<file path="src/hdl/lrws_pkg.sv">
// Shared types and constants for the label run window splitter.
package lrws_pkg;

    localparam int LABEL_W    = 16;
    localparam int POS_OUT_W  = 12;
    localparam int TOP_W      = 5;
    localparam int BOT_W      = 5;
    localparam int MWL_W      = 13;
    localparam int CFG_IDX_W  = 2;
    localparam int CFG_DATA_W = 13;

    localparam logic [MWL_W-1:0] MWL_RESET = 13'd256;

    localparam logic [CFG_IDX_W-1:0] REG_TOP_MARGIN        = 2'd0;
    localparam logic [CFG_IDX_W-1:0] REG_BOTTOM_MARGIN     = 2'd1;
    localparam logic [CFG_IDX_W-1:0] REG_MAX_WINDOW_LENGTH = 2'd2;

    typedef struct packed {
        logic [LABEL_W-1:0] frame_label;
        logic               segment_end;
    } in_item_t;

    typedef struct packed {
        logic [LABEL_W-1:0]   window_label;
        logic [POS_OUT_W-1:0] window_start;
        logic [POS_OUT_W-1:0] window_end;
        logic                 broken;
        logic                 last_of_run;
    } out_item_t;

    typedef struct packed {
        logic accept;
        logic load_b;
        logic set_single;
        logic div_start;
        logic div_sel;
        logic set_pieces;
        logic set_split;
        logic emit;
        logic last_of_run;
    } dp_cmd_t;

    typedef struct packed {
        logic cur_valid;
        logic pend_b;
        logic fits;
        logic div_busy;
        logic last_piece;
        logic out_free;
    } dp_status_t;

endpackage

</file>
<file path="src/hdl/label_run_window_splitter.sv">
// Top level: frame label run segmentation into bounded windows.
// Sequence: an item that closes no run is accepted in IDLE and dropped in PICK; a run that
// fits in one window passes PICK and CHECK before EMIT loads it into the output register.
// A split run first takes two divisions on the shared serial divider (piece count, then
// piece length), then emits one piece per cycle while the output register is free.
// Reset (rst_n, async, active low) clears control, segment state and configuration;
// the delay line contents are not reset.
module label_run_window_splitter import lrws_pkg::*; #(
    parameter int MAX_FRAMES = 4096,
    parameter int MAX_MARGIN = 16
) (
    input  logic                  clk,
    input  logic                  rst_n,
    input  logic                  in_valid,
    output logic                  in_stall,
    input  in_item_t              in_data,
    output logic                  out_valid,
    input  logic                  out_stall,
    output out_item_t             out_data,
    input  logic                  cfg_valid,
    output logic                  cfg_ready,
    input  logic [CFG_IDX_W-1:0]  cfg_index,
    input  logic [CFG_DATA_W-1:0] cfg_data
);

    dp_cmd_t    cmd;
    dp_status_t status;

    lrws_ctrl u_ctrl (
        .clk      (clk),
        .rst_n    (rst_n),
        .in_valid (in_valid),
        .in_stall (in_stall),
        .status   (status),
        .cmd      (cmd)
    );

    lrws_dp #(
        .MAX_FRAMES (MAX_FRAMES),
        .MAX_MARGIN (MAX_MARGIN)
    ) u_dp (
        .clk       (clk),
        .rst_n     (rst_n),
        .in_data   (in_data),
        .cfg_valid (cfg_valid),
        .cfg_ready (cfg_ready),
        .cfg_index (cfg_index),
        .cfg_data  (cfg_data),
        .cmd       (cmd),
        .status    (status),
        .out_valid (out_valid),
        .out_stall (out_stall),
        .out_data  (out_data)
    );

endmodule

</file>
<file path="src/hdl/lrws_div.sv">
// Iterative restoring divider, one quotient bit per cycle.
module lrws_div #(
    parameter int W = 13
) (
    input  logic         clk,
    input  logic         rst_n,
    input  logic         start,
    input  logic [W-1:0] dividend,
    input  logic [W-1:0] divisor,
    output logic         busy,
    output logic [W-1:0] quotient,
    output logic [W-1:0] remainder
);

    localparam int CNT_W = $clog2(W + 1);

    logic [CNT_W-1:0] cnt_reg, cnt_next;
    logic [W-1:0]     quo_reg, quo_next;
    logic [W-1:0]     rem_reg, rem_next;
    logic [W:0]       trial;
    logic [W:0]       diff;
    logic             ge;

    always_comb
    begin
        trial    = {rem_reg, quo_reg[W-1]};
        diff     = trial - {1'b0, divisor};
        ge       = (trial >= {1'b0, divisor});
        cnt_next = cnt_reg;
        quo_next = quo_reg;
        rem_next = rem_reg;
        if (start)
        begin
            cnt_next = CNT_W'(W);
            quo_next = dividend;
            rem_next = '0;
        end
        else if (cnt_reg != '0)
        begin
            cnt_next = cnt_reg - 1'b1;
            quo_next = {quo_reg[W-2:0], ge};
            rem_next = ge ? diff[W-1:0] : trial[W-1:0];
        end
    end

    always_ff @(posedge clk or negedge rst_n)
    begin
        if (!rst_n)
        begin
            cnt_reg <= '0;
        end
        else
        begin
            cnt_reg <= cnt_next;
        end
    end

    always_ff @(posedge clk)
    begin
        quo_reg <= quo_next;
        rem_reg <= rem_next;
    end

    assign busy      = (cnt_reg != '0);
    assign quotient  = quo_reg;
    assign remainder = rem_reg;

endmodule

</file>
<file path="src/hdl/lrws_dp.sv">
// Datapath: configuration, frame bookkeeping, delay line, run splitter and output register.
module lrws_dp import lrws_pkg::*; #(
    parameter int MAX_FRAMES = 4096,
    parameter int MAX_MARGIN = 16
) (
    input  logic                  clk,
    input  logic                  rst_n,
    input  in_item_t              in_data,
    input  logic                  cfg_valid,
    output logic                  cfg_ready,
    input  logic [CFG_IDX_W-1:0]  cfg_index,
    input  logic [CFG_DATA_W-1:0] cfg_data,
    input  dp_cmd_t               cmd,
    output dp_status_t            status,
    output logic                  out_valid,
    input  logic                  out_stall,
    output out_item_t             out_data
);

    localparam int FIDX_W     = $clog2(MAX_FRAMES + 1);
    localparam int FILL_W     = $clog2(MAX_MARGIN + 1);
    localparam int MIN_WINDOW = (MAX_FRAMES / 32 > 128) ? MAX_FRAMES / 32 : 128;

    // configuration
    logic [TOP_W-1:0] top_reg;
    logic [BOT_W-1:0] bot_reg;
    logic [MWL_W-1:0] mwl_reg;

    // segment state
    logic [FIDX_W-1:0]  fidx_reg;
    logic [FILL_W-1:0]  fill_reg;
    logic               run_open_reg;
    logic [LABEL_W-1:0] run_lbl_reg;
    logic [FIDX_W-1:0]  run_start_reg;
    logic [LABEL_W-1:0] dl_reg  [MAX_MARGIN];
    logic [LABEL_W-1:0] dl_next [MAX_MARGIN];
    logic [LABEL_W-1:0] dl_up   [MAX_MARGIN];

    // splitter
    logic               cur_valid_reg;
    logic               pend_b_reg;
    logic [LABEL_W-1:0] e_lbl_reg;
    logic [FIDX_W-1:0]  pos_reg;
    logic [FIDX_W-1:0]  dur_reg;
    logic [FIDX_W-1:0]  pieces_reg;
    logic [FIDX_W-1:0]  len_reg;
    logic [FIDX_W-1:0]  extra_reg;
    logic [FIDX_W-1:0]  cnt_reg;
    logic               broken_reg;
    logic [LABEL_W-1:0] pb_lbl_reg;
    logic [FIDX_W-1:0]  pb_start_reg;
    logic [FIDX_W-1:0]  pb_dur_reg;

    // output stage
    logic      out_valid_reg;
    out_item_t out_data_reg;

    // bookkeeping
    logic               in_range, grow, pop, proc, a_fire, open_new, b_fire, restart;
    logic [31:0]        b_sat;
    logic [FIDX_W-1:0]  idx, fidx_inc, end_b, start_new;
    logic [FILL_W-1:0]  fill_inc;
    logic [LABEL_W-1:0] popped, lbl_new;

    logic [MWL_W-1:0]  m_eff;
    logic [31:0]       m32;
    logic [FIDX_W-1:0] div_divisor, div_quo, div_rem;
    logic              div_busy;

    logic [FIDX_W-1:0] plen, wend;
    logic [31:0]       wstart32, wend32;
    out_item_t         win;

    assign cfg_ready = 1'b1;

    always_ff @(posedge clk or negedge rst_n)
    begin
        if (!rst_n)
        begin
            top_reg <= '0;
            bot_reg <= '0;
            mwl_reg <= MWL_RESET;
        end
        else if (cfg_valid && cfg_ready)
        begin
            unique case (cfg_index)
                REG_TOP_MARGIN:        top_reg <= cfg_data[TOP_W-1:0];
                REG_BOTTOM_MARGIN:     bot_reg <= cfg_data[BOT_W-1:0];
                REG_MAX_WINDOW_LENGTH: mwl_reg <= cfg_data[MWL_W-1:0];
                default:               ;
            endcase
        end
    end

    always_comb
    begin
        in_range  = (32'(fidx_reg) < MAX_FRAMES);
        b_sat     = (32'(bot_reg) > MAX_MARGIN) ? 32'(MAX_MARGIN) : 32'(bot_reg);
        grow      = in_range && (32'(fill_reg) < b_sat);
        pop       = in_range && !grow;
        idx       = fidx_reg - FIDX_W'(fill_reg);
        popped    = (fill_reg == '0) ? in_data.frame_label : dl_reg[0];
        proc      = pop && (32'(idx) >= 32'(top_reg));
        a_fire    = proc && run_open_reg && (popped != run_lbl_reg);
        restart   = proc && (!run_open_reg || a_fire);
        open_new  = run_open_reg || proc;
        lbl_new   = restart ? popped : run_lbl_reg;
        start_new = restart ? idx : run_start_reg;
        fidx_inc  = fidx_reg + FIDX_W'(in_range);
        fill_inc  = fill_reg + FILL_W'(grow);
        end_b     = fidx_inc - FIDX_W'(fill_inc);
        b_fire    = in_data.segment_end && open_new && (end_b > start_new);
    end

    // shift source for each delay tap
    for (genvar g = 0; g < MAX_MARGIN; g++)
    begin : g_up
        if (g < MAX_MARGIN - 1)
        begin : g_mid
            assign dl_up[g] = dl_reg[g+1];
        end
        else
        begin : g_tail
            assign dl_up[g] = dl_reg[g];
        end
    end

    always_comb
    begin
        for (int i = 0; i < MAX_MARGIN; i++)
        begin
            dl_next[i] = dl_reg[i];
            if (grow && (fill_reg == FILL_W'(i)))
            begin
                dl_next[i] = in_data.frame_label;
            end
            else if (pop && (fill_reg != '0))
            begin
                if (fill_reg == FILL_W'(i + 1))
                begin
                    dl_next[i] = in_data.frame_label;
                end
                else if (FILL_W'(i + 1) < fill_reg)
                begin
                    dl_next[i] = dl_up[i];
                end
            end
        end
    end

    always_ff @(posedge clk)
    begin
        if (cmd.accept)
        begin
            dl_reg        <= dl_next;
            run_lbl_reg   <= lbl_new;
            run_start_reg <= start_new;
        end
    end

    always_ff @(posedge clk or negedge rst_n)
    begin
        if (!rst_n)
        begin
            fidx_reg      <= '0;
            fill_reg      <= '0;
            run_open_reg  <= 1'b0;
            cur_valid_reg <= 1'b0;
            pend_b_reg    <= 1'b0;
        end
        else if (cmd.accept)
        begin
            cur_valid_reg <= a_fire;
            pend_b_reg    <= b_fire;
            if (in_data.segment_end)
            begin
                fidx_reg     <= '0;
                fill_reg     <= '0;
                run_open_reg <= 1'b0;
            end
            else
            begin
                fidx_reg     <= fidx_inc;
                fill_reg     <= fill_inc;
                run_open_reg <= open_new;
            end
        end
        else if (cmd.load_b)
        begin
            pend_b_reg <= 1'b0;
        end
    end

    // clamp the window length and route the shared divider
    always_comb
    begin
        m_eff       = (32'(mwl_reg) < MIN_WINDOW) ? MWL_W'(MIN_WINDOW) : mwl_reg;
        m32         = 32'(m_eff);
        div_divisor = cmd.div_sel ? pieces_reg : m32[FIDX_W-1:0];
    end

    lrws_div #(
        .W (FIDX_W)
    ) u_div (
        .clk       (clk),
        .rst_n     (rst_n),
        .start     (cmd.div_start),
        .dividend  (dur_reg),
        .divisor   (div_divisor),
        .busy      (div_busy),
        .quotient  (div_quo),
        .remainder (div_rem)
    );

    always_ff @(posedge clk)
    begin
        if (cmd.accept)
        begin
            e_lbl_reg    <= run_lbl_reg;
            pos_reg      <= run_start_reg;
            dur_reg      <= idx - run_start_reg;
            pb_lbl_reg   <= lbl_new;
            pb_start_reg <= start_new;
            pb_dur_reg   <= end_b - start_new;
        end
        if (cmd.set_single)
        begin
            pieces_reg <= FIDX_W'(1);
            len_reg    <= dur_reg;
            extra_reg  <= '0;
            cnt_reg    <= '0;
            broken_reg <= 1'b0;
        end
        if (cmd.set_pieces)
        begin
            pieces_reg <= div_quo + FIDX_W'(div_rem != '0);
        end
        if (cmd.set_split)
        begin
            len_reg    <= div_quo;
            extra_reg  <= div_rem;
            cnt_reg    <= '0;
            broken_reg <= 1'b1;
        end
        if (cmd.emit)
        begin
            if (!cmd.load_b)
            begin
                pos_reg <= pos_reg + plen;
            end
            cnt_reg      <= cnt_reg + 1'b1;
            out_data_reg <= win;
        end
        // the pending second run takes over once the first one is done, or at once if there is none
        if (cmd.load_b)
        begin
            e_lbl_reg <= pb_lbl_reg;
            pos_reg   <= pb_start_reg;
            dur_reg   <= pb_dur_reg;
        end
    end

    // longer pieces come first
    always_comb
    begin
        plen     = len_reg + FIDX_W'(cnt_reg < extra_reg);
        wend     = pos_reg + plen - FIDX_W'(1);
        wstart32 = 32'(pos_reg);
        wend32   = 32'(wend);
        win.window_label = e_lbl_reg;
        win.window_start = wstart32[POS_OUT_W-1:0];
        win.window_end   = wend32[POS_OUT_W-1:0];
        win.broken       = broken_reg;
        win.last_of_run  = cmd.last_of_run;
    end

    always_ff @(posedge clk or negedge rst_n)
    begin
        if (!rst_n)
        begin
            out_valid_reg <= 1'b0;
        end
        else if (cmd.emit)
        begin
            out_valid_reg <= 1'b1;
        end
        else if (!out_stall)
        begin
            out_valid_reg <= 1'b0;
        end
    end

    assign out_valid = out_valid_reg;
    assign out_data  = out_data_reg;

    always_comb
    begin
        status.cur_valid  = cur_valid_reg;
        status.pend_b     = pend_b_reg;
        status.fits       = (32'(dur_reg) <= m32);
        status.div_busy   = div_busy;
        status.last_piece = (cnt_reg == pieces_reg - FIDX_W'(1));
        status.out_free   = !out_valid_reg || !out_stall;
    end

`ifndef NO_ASSERTIONS
    a_emit_into_free_slot: assert property (@(posedge clk) disable iff (!rst_n)
        cmd.emit |-> (!out_valid_reg || !out_stall))
        else $error("window loaded while output register still held");

    a_piece_in_range: assert property (@(posedge clk) disable iff (!rst_n)
        cmd.emit |-> (cnt_reg < pieces_reg))
        else $error("piece counter ran past piece count");

    a_div_not_busy: assert property (@(posedge clk) disable iff (!rst_n)
        cmd.div_start |-> !div_busy)
        else $error("divider restarted while busy");

    a_frame_index_bound: assert property (@(posedge clk) disable iff (!rst_n)
        (32'(fidx_reg) <= MAX_FRAMES) && (32'(fill_reg) <= MAX_MARGIN))
        else $error("frame index or delay fill out of bounds");
`endif

endmodule

</file>
<file path="src/hdl/lrws_ctrl.sv">
// Controller: sequences frame acceptance, run splitting and window emission.
module lrws_ctrl import lrws_pkg::*; (
    input  logic       clk,
    input  logic       rst_n,
    input  logic       in_valid,
    output logic       in_stall,
    input  dp_status_t status,
    output dp_cmd_t    cmd
);

    localparam logic [2:0] S_IDLE  = 3'd0;
    localparam logic [2:0] S_PICK  = 3'd1;
    localparam logic [2:0] S_CHECK = 3'd2;
    localparam logic [2:0] S_WAIT1 = 3'd3;
    localparam logic [2:0] S_DIV2  = 3'd4;
    localparam logic [2:0] S_WAIT2 = 3'd5;
    localparam logic [2:0] S_EMIT  = 3'd6;

    logic [2:0] state_reg, state_next;

    always_comb
    begin
        cmd        = '0;
        state_next = state_reg;
        in_stall   = (state_reg != S_IDLE);
        unique case (state_reg)
            S_IDLE:
            begin
                if (in_valid)
                begin
                    cmd.accept = 1'b1;
                    state_next = S_PICK;
                end
            end
            S_PICK:
            begin
                if (status.cur_valid)
                begin
                    state_next = S_CHECK;
                end
                else if (status.pend_b)
                begin
                    cmd.load_b = 1'b1;
                    state_next = S_CHECK;
                end
                else
                begin
                    state_next = S_IDLE;
                end
            end
            S_CHECK:
            begin
                if (status.fits)
                begin
                    cmd.set_single = 1'b1;
                    state_next     = S_EMIT;
                end
                else
                begin
                    cmd.div_start = 1'b1;
                    state_next    = S_WAIT1;
                end
            end
            S_WAIT1:
            begin
                if (!status.div_busy)
                begin
                    cmd.set_pieces = 1'b1;
                    state_next     = S_DIV2;
                end
            end
            S_DIV2:
            begin
                cmd.div_start = 1'b1;
                cmd.div_sel   = 1'b1;
                state_next    = S_WAIT2;
            end
            S_WAIT2:
            begin
                // hold the piece count on the divisor while the divider runs
                cmd.div_sel = 1'b1;
                if (!status.div_busy)
                begin
                    cmd.set_split = 1'b1;
                    state_next    = S_EMIT;
                end
            end
            S_EMIT:
            begin
                cmd.last_of_run = status.last_piece && !status.pend_b;
                if (status.out_free)
                begin
                    cmd.emit = 1'b1;
                    if (status.last_piece)
                    begin
                        if (status.pend_b)
                        begin
                            cmd.load_b = 1'b1;
                            state_next = S_CHECK;
                        end
                        else
                        begin
                            state_next = S_IDLE;
                        end
                    end
                end
            end
            default:
            begin
                state_next = S_IDLE;
            end
        endcase
    end

    always_ff @(posedge clk or negedge rst_n)
    begin
        if (!rst_n)
        begin
            state_reg <= S_IDLE;
        end
        else
        begin
            state_reg <= state_next;
        end
    end

endmodule

</file>
<file path="config.mk">
export PLATFORM = sky130hd
export DESIGN_NAME = label_run_window_splitter
export DESIGN_NICKNAME = d
export VERILOG_FILES = /design/src/hdl/lrws_pkg.sv /design/src/hdl/label_run_window_splitter.sv /design/src/hdl/lrws_div.sv /design/src/hdl/lrws_dp.sv /design/src/hdl/lrws_ctrl.sv
export SDC_FILE = /design/constraint.sdc
export NUM_CORES = 1
export LEC_CHECK = 0
export BUFFER_PORTS_ARGS = -buffer_cell sky130_fd_sc_hd__buf_2
export CAP_MARGIN = 10
export CORE_MARGIN = 2
export CORE_UTILIZATION = 57
export DETAILED_ROUTE_END_ITERATION = 7
export PLACE_DENSITY = 0.81
export SYNTH_ARGS = -nofsm -noshare
export SYNTH_HDL_FRONTEND = slang
export SYNTH_HIERARCHICAL = 1
export SYNTH_SLANG_ARGS = --single-unit
</file>
<file path="constraint.sdc">
create_clock -name clk -period 5.54 [get_ports clk]
set_input_delay 0.554 -clock clk [delete_from_list [all_inputs] [get_ports clk]]
set_output_delay 0.554 -clock clk [all_outputs]
set_load 0.02 [all_outputs]
</file>
==> results of run 1 <==
==> cells in the final DEF (no fill, tap or decap), types with 9 or more instances in the layout <==
master     Yosys  final
a211oi_1      11     11
a21o_1        22     22
a21oi_1       55     52
a22o_1         9      9
a31oi_1       10      9
and2_1        36     36
and3_1        16     16
buf_2          5     80
buf_4          6     70
clkbuf_1      75      9
clkbuf_16      0     52
clkinv_1       1     13
clkinv_2       0     10
dfrtp_1       51     50
dfxtp_1       14     14
edfxtp_1     445    445
ha_1         102    101
inv_1        111    111
mux2_2       298    298
mux2i_1       19     18
nand2_1      157    157
nand2b_1      20     20
nand3_1       48     48
nand4_1       17     17
nor2_1        94     90
nor2b_1       20     20
nor3_1        37     37
nor4_1        22     22
o211ai_1      11     11
o21a_1        17     17
o21ai_0       97     96
o31ai_1       12     12
or2_2         17     17
or3_1         21     21
xnor2_1       77     76
xor2_1        47     47
==> Yosys cell counts, types with 7 or more instances <==
cell	instances	area (um2)
xnor2_1	77	674
a21boi_0	8	60.1
buf_1	11	41.3
nand2b_1	20	125
clkbuf_1	75	282
nor2_1	94	353
nor3_1	37	185
or2_2	17	106
o31ai_1	12	90.1
nand3_1	48	240
a21oi_1	55	275
or3_1	21	131
o31a_1	7	61.3
fa_1	7	140
mux2_2	298	3360
nand2_1	157	589
a21o_1	22	165
nor4_1	22	138
dfxtp_1	14	280
a211oi_1	11	82.6
o211ai_1	11	82.6
o21a_1	17	128
and2_1	36	225
and3_1	16	100
o21ai_0	97	485
a22o_1	9	78.8
dfrtp_1	51	1280
nand3b_1	8	60.1
edfxtp_1	445	13400
xor2_1	47	412
a31oi_1	10	62.6
nor2b_1	20	125
inv_1	111	417
ha_1	102	1280
nand4_1	17	106
mux2i_1	19	190
==> stage by stage <==
step / TNS (ps) / power, mW / hold WS, ps
floorplan: 0 / 13.8 / 258
global placement: 0 / 16.3 / 405
detailed placement: 0 / 16.7 / 405
CTS: 0 / 20.2 / 86.1
global route: -7.95 / 21.8 / 131
finish: 0 / 20.5 / 83.8
==> worst paths after layout <==
kind / endpoint / cells after the start / startpoint / slack (ps)
max in group asynchronous: u_dp/mwl_reg[7]$_DFFE_PN0P_ / 2 / rst_n / 4920
min in group clk: u_dp/mwl_reg[5]$_DFFE_PN0P_ / 2 / cfg_data[5] / 180
setup / recovery: u_dp/pb_dur_reg[12]$_DFFE_PP_ / 22 / u_dp/fill_reg[0]$_DFFE_PN0P_ / 200
setup reg to reg: u_dp/pb_dur_reg[12]$_DFFE_PP_ / 22 / u_dp/fill_reg[0]$_DFFE_PN0P_ / 200
hold / removal: u_dp/fidx_reg[9]$_DFFE_PN0P_ / 2 / rst_n / 80
hold reg to reg: u_dp/out_data[27]$_DFFE_PP_ / 0 / u_dp/e_lbl_reg[1]$_DFFE_PP_ / 420
==> worst reg2reg max path, delay by kind of cell (launching register included) <==
kind / cells / cell delay [ps]
compound gates: 6 / 1090
flops: 1 / 470
mux: 1 / 250
xor+xnor: 1 / 160
simple gates: 7 / 1460
fa+ha+maj: 5 / 1420
buf+inv: 2 / 230
==> final cells by class <==
class,instances,area share [%]
Tap cell,607,2.54
Clock inverter,31,1.01
Multi-Input combinational cell,1436,37.4
Sequential cell,511,49.9
Timing Repair Buffer,151,3.12
Inverter,113,1.42
Clock buffer,63,4.55
==> power breakdown <==
group	internal, mW	switching, mW	leakage [nW]	total (mW)
logic	4.84	6.11	5.58	10.9
clock network	1.95	1.49	0.816	3.43
registers	5.53	0.591	4.82	6.12
==> timing repair <==
action | CTS | global route
buffers inserted | 0 | 2
endpoints found under the setup margin | 0 | 6
gates resized for setup | 0 | 14
==> logic make-up (layout without fill, tap and decap cells) <==
kind of cell | Yosys count | count (layout) | share of synthesized area, %
and+or+nand+nor | 549 | 549 | 10.4
DFF | 511 | 511 | 55.4
AOI/OAI and AO/OA | 336 | 336 | 8.41
muxes | 317 | 317 | 13.2
buffers and inverters | 218 | 358 | 3.35
xor gates and xnor gates | 124 | 124 | 4.03
adders and majority gates | 109 | 109 | 5.25
other | 1 | 1 | 0.0139
==> metal layers <==
metal,up-vias,global-route usage [%],part of all wire [%]
li1,8261,-,-
met5,-,0,0
met3,142,4.08,6.3
met4,0,9.37,3.3
met1,8647,30.3,41
met2,636,41.1,49
==> metrics.yaml, run 1 <==
power_and_ir_drop:
  peakVddDrop_mv: 0.578
  leakagePower_nw: 11.2
  powerDensity_mw_per_mm2: 685
die:
  die_w_um: 222
  die_area_mm2: 0.0491
  chipHeight_um: 222
  ios: 82
  start_util_pct: 57.8
  rows: 79
  core_area_mm2: 0.0467
logic_synthesis:
  synth_nets: 2311
  async_flop_share_pct: 10.2
  ys_types: 91
  syn_area_mm2: 0.0270
  synth_area_per_cell_um2: 12.5
  yosysSeqAreaShare_pct: 55.4
  synth_edf_count: 445
  ys_warn_count: 6
  synthCells: 2165
  synth_seq_cells: 511
  ys.flop_type: "edfxtp_1"
placed_design:
  dp_cells: 2815
  place_congestion: 0.921
  port_buffers: 80
  pre_cts_slack_ps: 34.6
  postPlaceCellArea_mm2: 0.0282
  dp_hpwl_mm: 42.4
finish:
  final_area_mm2: 0.0299
  antennaDiodeCount: 0
  final_util_pct: 64.1
  fin_cells: 2912
  drive_gt1_share_pct: 25.0
  fillers: 3407
  multiInputGateArea_mm2: 0.0112
  area_growth_pct: 11.0
  regArea_mm2: 0.0149
  largest_reg_flops: 256
  num-nets-final: 2410
global_routing:
  grt_pass1_wl_mm: 94.0
  grt_max_degree: 60
  grt_pass1_vias: 17900
  gr-usage-all-layers_pct: 23.9
  grt_antenna_before_repair: 0
  gr-total-overflow: 0
clock_tree:
  cts_root_buffer: "clkbuf_16"
  cts_tree: "yes"
  clk_pin_slew_ps: 70
  h-tree-depth: 2
  numCtsBuffers: 51
  cts_buffer_depth: 3
  clk_latency_ps: 620
  cts-hold-fix-buffers: 0
  cts_sinks: 511
timing:
  slew_violations: 0
  max_freq_ghz: 0.187
  period_needed_ps: 5340
  tightest_slew_ps: 1090
  fin_crit_sh_pct: 96.3
  fin_ws_ps: 204
  setup_viol: 0
  fin_skew_ps: 32.0
  max_slew_margin_pct: 27.0
  hold_violations: 0
route:
  drcViolationCount: 7
  vias: 17700
  vias_per_cell: 6.07
  ant_nets: 0
  wl_per_cell_um: 20.3
  first_pass_iters: 8
  drtIter0Drc: 1369
  wl_mm: 59.1
run_status:
  violations: "DRC"
  status: "complete, but fails checks"
worst_setup_path:
  worst_ep_required_time_ps: 5890
  path_class: "flip-flop to flip-flop"
  start_kind: "flip-flop"
  worstPathArrival_ps: 5690
  crit_buf_inv: 2
  endpoint_kind: "flip-flop"
  path_delay_family: "simple AND/OR/NAND/NOR gates"
  cpPeakStageDelay_ps: 480
  worst_path_max_delay_cell: "or3_2"
  crit_chain: "ha_1 -> fa_1 -> and2b_2 -> o31a_1 -> nor2_1 -> ha_1 -> or3_2 -> nor3_1 -> nand4b_2 -> nand3_2 -> mux2i_2 -> ha_1 -> inv_1 -> fa_1 -> a21o_1 -> a21oi_1 -> o21bai_1 -> a2111oi_2 -> buf_4 -> or2_2 -> o21ai_0 -> xor2_1"
  crit_top_cell: "ha_1"
  cp_max_fo: 7
min_path:
  hold_class: "input port to async pin"
job:
  drv_cap: 0
No activity file was read; power rests on OpenSTA's default activity.
==> inputs of run 2 (changes only) <==
SYNTH_HIERARCHICAL = not set   (was 1)
==> run 2 against run 1 <==
The flow now finishes without violations. Critical path depth is 2 higher. Sequential cell count stayed put. Critical endpoint is now u_dp.pend_b_reg$_DFFE_PN0P_. Non-clock buffer count shrank 9. Clock power shrank 3%. Die area fell by 0.82%. Clock skew up 16 ps. Register-to-register slack worse by 20 ps. Sequential share of layout area rose by 0.33 points. Routed wire length fell by 2.0%. Worst setup slack got worse by 16 ps. Maximum frequency is 0.31% lower. Cell count fell by 2.1%.
==> metrics.yaml, run 2 <==
clock_tree:
  cts-hold-fix-buffers: 0
  h-tree-depth: 2
  cts_root_buffer: "clkbuf_16"
  cts_sinks: 511
  clk_latency_ps: 620
  numCtsBuffers: 51
  cts_tree: "yes"
  cts_buffer_depth: 3
  clk_pin_slew_ps: 70
worst_setup_path:
  endpoint_kind: "flip-flop"
  worst_path_max_delay_cell: "or4b_4"
  crit_buf_inv: 2
  cpPeakStageDelay_ps: 510
  r2r_end: "u_dp.pend_b_reg$_DFFE_PN0P_"
  path_delay_family: "simple AND/OR/NAND/NOR gates"
  reg2reg_depth: 24
  worst_ep_required_time_ps: 6000
  worstPathArrival_ps: 5820
  crit_top_cell: "ha_1"
  reg2reg_slack_ps: 190
  path_class: "flip-flop to flip-flop"
  start_kind: "flip-flop"
  cp_max_fo: 4
  crit_chain: "inv_1 -> nand2_1 -> ha_1 -> or2_2 -> a21o_1 -> a21oi_2 -> ha_1 -> ha_1 -> inv_1 -> ha_1 -> nor2b_1 -> o21ai_0 -> a21boi_0 -> o21ai_1 -> or4b_4 -> mux2i_1 -> xor2_1 -> ha_1 -> and4_4 -> nand4_1 -> or3_1 -> o2111ai_1 -> a21oi_1 -> a32o_1"
  timing.rr.start: "u_dp.bot_reg[4]$_DFFE_PN0P_"
global_routing:
  grt_antenna_before_repair: 0
  grt_max_degree: 53
  gr-usage-all-layers_pct: 23.8
  grt_pass1_wl_mm: 90.8
  gr-total-overflow: 0
  grt_pass1_vias: 16900
timing:
  max_slew_margin_pct: 32.2
  setup_viol: 0
  fin_skew_ps: 48.1
  hold_violations: 0
  grt_setup_unrepaired: "yes"
  period_needed_ps: 5350
  tns_ps: 0
  fin_crit_sh_pct: 96.6
  max_freq_ghz: 0.187
  slew_violations: 0
  tightest_slew_ps: 1010
die:
  ios: 82
  die_area_mm2: 0.0487
  start_util_pct: 57.6
  rows: 79
  core_area_mm2: 0.0465
  chipHeight_um: 221
  die_w_um: 221
route:
  vias: 17200
  vias_per_cell: 6.04
  drcViolationCount: 0
  ant_nets: 0
  first_pass_iters: 5
  wl_per_cell_um: 20.3
  drtIter0Drc: 1557
  wl_mm: 58.0
min_path:
  hold_class: "input port to async pin"
logic_synthesis:
  ys_warn_count: 0
  synth_top_area_share_pct: 50.0
  ys_types: 84
  synth_nets: 2242
  synth_commonest_cells: "edfxtp_1 (445), mux2_2 (320), nor2_1 (122)"
  yosysSeqAreaShare_pct: 55.9
  synth_area_per_cell_um2: 12.8
  synth_area_leaders: "edfxtp_1 (50%), mux2_2 (13%), dfrtp_1 (4.8%)"
  ys.flop_type: "edfxtp_1"
  async_flop_share_pct: 10.2
  synth_most_common_cell: "edfxtp_1"
  synth_edf_count: 445
  synthCells: 2096
  syn_area_mm2: 0.0267
  synth_seq_cells: 511
  synth_top_area_cell: "edfxtp_1"
finish:
  drive_gt1_share_pct: 26.1
  antennaDiodeCount: 0
  final_area_mm2: 0.0297
  final_common_cell: "edfxtp_1"
  num-nets-final: 2349
  area_growth_pct: 11.2
  largest_reg_flops: 256
  fin_cells: 2852
  final_cell_mix: "edfxtp_1 (445), mux2_2 (320), nor2_1 (122)"
job:
  drv_cap: 0
power_and_ir_drop:
  leakagePower_nw: 11.1
  p_total_mw: 16.6
  powerDensity_mw_per_mm2: 558
  peakVddDrop_mv: 0.362
placed_design:
  dp_cells: 2753
  port_buffers: 80
  postPlaceCellArea_mm2: 0.0280
  dp_hpwl_mm: 42.3
  place_congestion: 0.915
run_status:
  status: "completed"
[run 2: timing repair]
action,4_1_cts,5_1_grt
buffers inserted,0,4
setup endpoints to repair,2,7
pin swaps,0,3
resized for setup,2,17
[run 2: where the power goes]
group / total (mW) / internal, mW / leakage (nW) / switching [mW]
clock: 3.33 / 1.85 / 0.785 / 1.48
combinational: 7.48 / 3.24 / 5.53 / 4.24
sequential: 5.78 / 5.29 / 4.78 / 0.492
[run 2: routing by layer]
| layer | global-route usage (%) | up-vias | wire length [um] |
|---|---|---|---|
| met3 | 4.55 | 122 | 3940 |
| met2 | 38.0 | 546 | 26800 |
| met1 | 32.8 | 8444 | 25300 |
| met4 | 8.29 | 0 | 1930 |
| met5 | 0 | - | 0 |
| li1 | - | 8108 | - |
[run 2: worst max-delay path by stage]
stage | startpoint | end | slack [ps] | cells past startpoint
3_5_place_dp | u_dp.bot_reg[4]$_DFFE_PN0P_ | u_dp.pend_b_reg$_DFFE_PN0P_ | 3 | 24
3_3_place_gp | u_dp.bot_reg[4]$_DFFE_PN0P_ | u_dp.pend_b_reg$_DFFE_PN0P_ | 160 | 24
5_1_grt | u_dp.bot_reg[4]$_DFFE_PN0P_ | u_dp.pend_b_reg$_DFFE_PN0P_ | -50 | 25
2_1_floorplan | u_dp.fill_reg[1]$_DFFE_PN0P_ | u_dp.pb_dur_reg[10]$_DFFE_PP_ | 30 | 22
4_1_cts | u_dp.bot_reg[4]$_DFFE_PN0P_ | u_dp.pend_b_reg$_DFFE_PN0P_ | 40 | 24
6_report | u_dp.bot_reg[4]$_DFFE_PN0P_ | u_dp.pend_b_reg$_DFFE_PN0P_ | 190 | 24
[run 2: logic make-up after synthesis]
family	share of synthesized area, %
other cells	0.0140
xor+xnor	4.00
simple gates	9.30
mux	14.9
buf+inv	2.81
flops	55.9
fa+ha+maj	5.30
compound gates	7.75
[run 2: cell type report]
type | instances | area [um2]
fillers | 3349 | 16700
clock inverters | 38 | 314
inverters | 103 | 387
well taps | 607 | 759
flip-flops and latches | 511 | 14900
multi-input cells | 1394 | 11100
repair buffers | 142 | 870
clock buffers | 57 | 1310
[run 2: metrics by stage]
stage	util, %	hold slack (ps)	worst slack (ps)
global route	64.0	135	-47.4
CTS	63.9	68.2	36.1
detailed placement	60.4	405	2.79
global placement	60.4	402	162
floorplan	-	258	26.5
finish	64.0	81.0	187
[run 2: worst reg2reg max path, delay by kind of cell, from the launching register on]
kind	cells	cell delay (ps)
AO/OA/AOI/OAI	8	1310
XOR/XNOR	1	150
adder cells (fa/ha/maj)	5	1300
buffers and inverters	2	210
flip-flops	1	380
multiplexers	1	150
AND/OR/NAND/NOR	7	1750
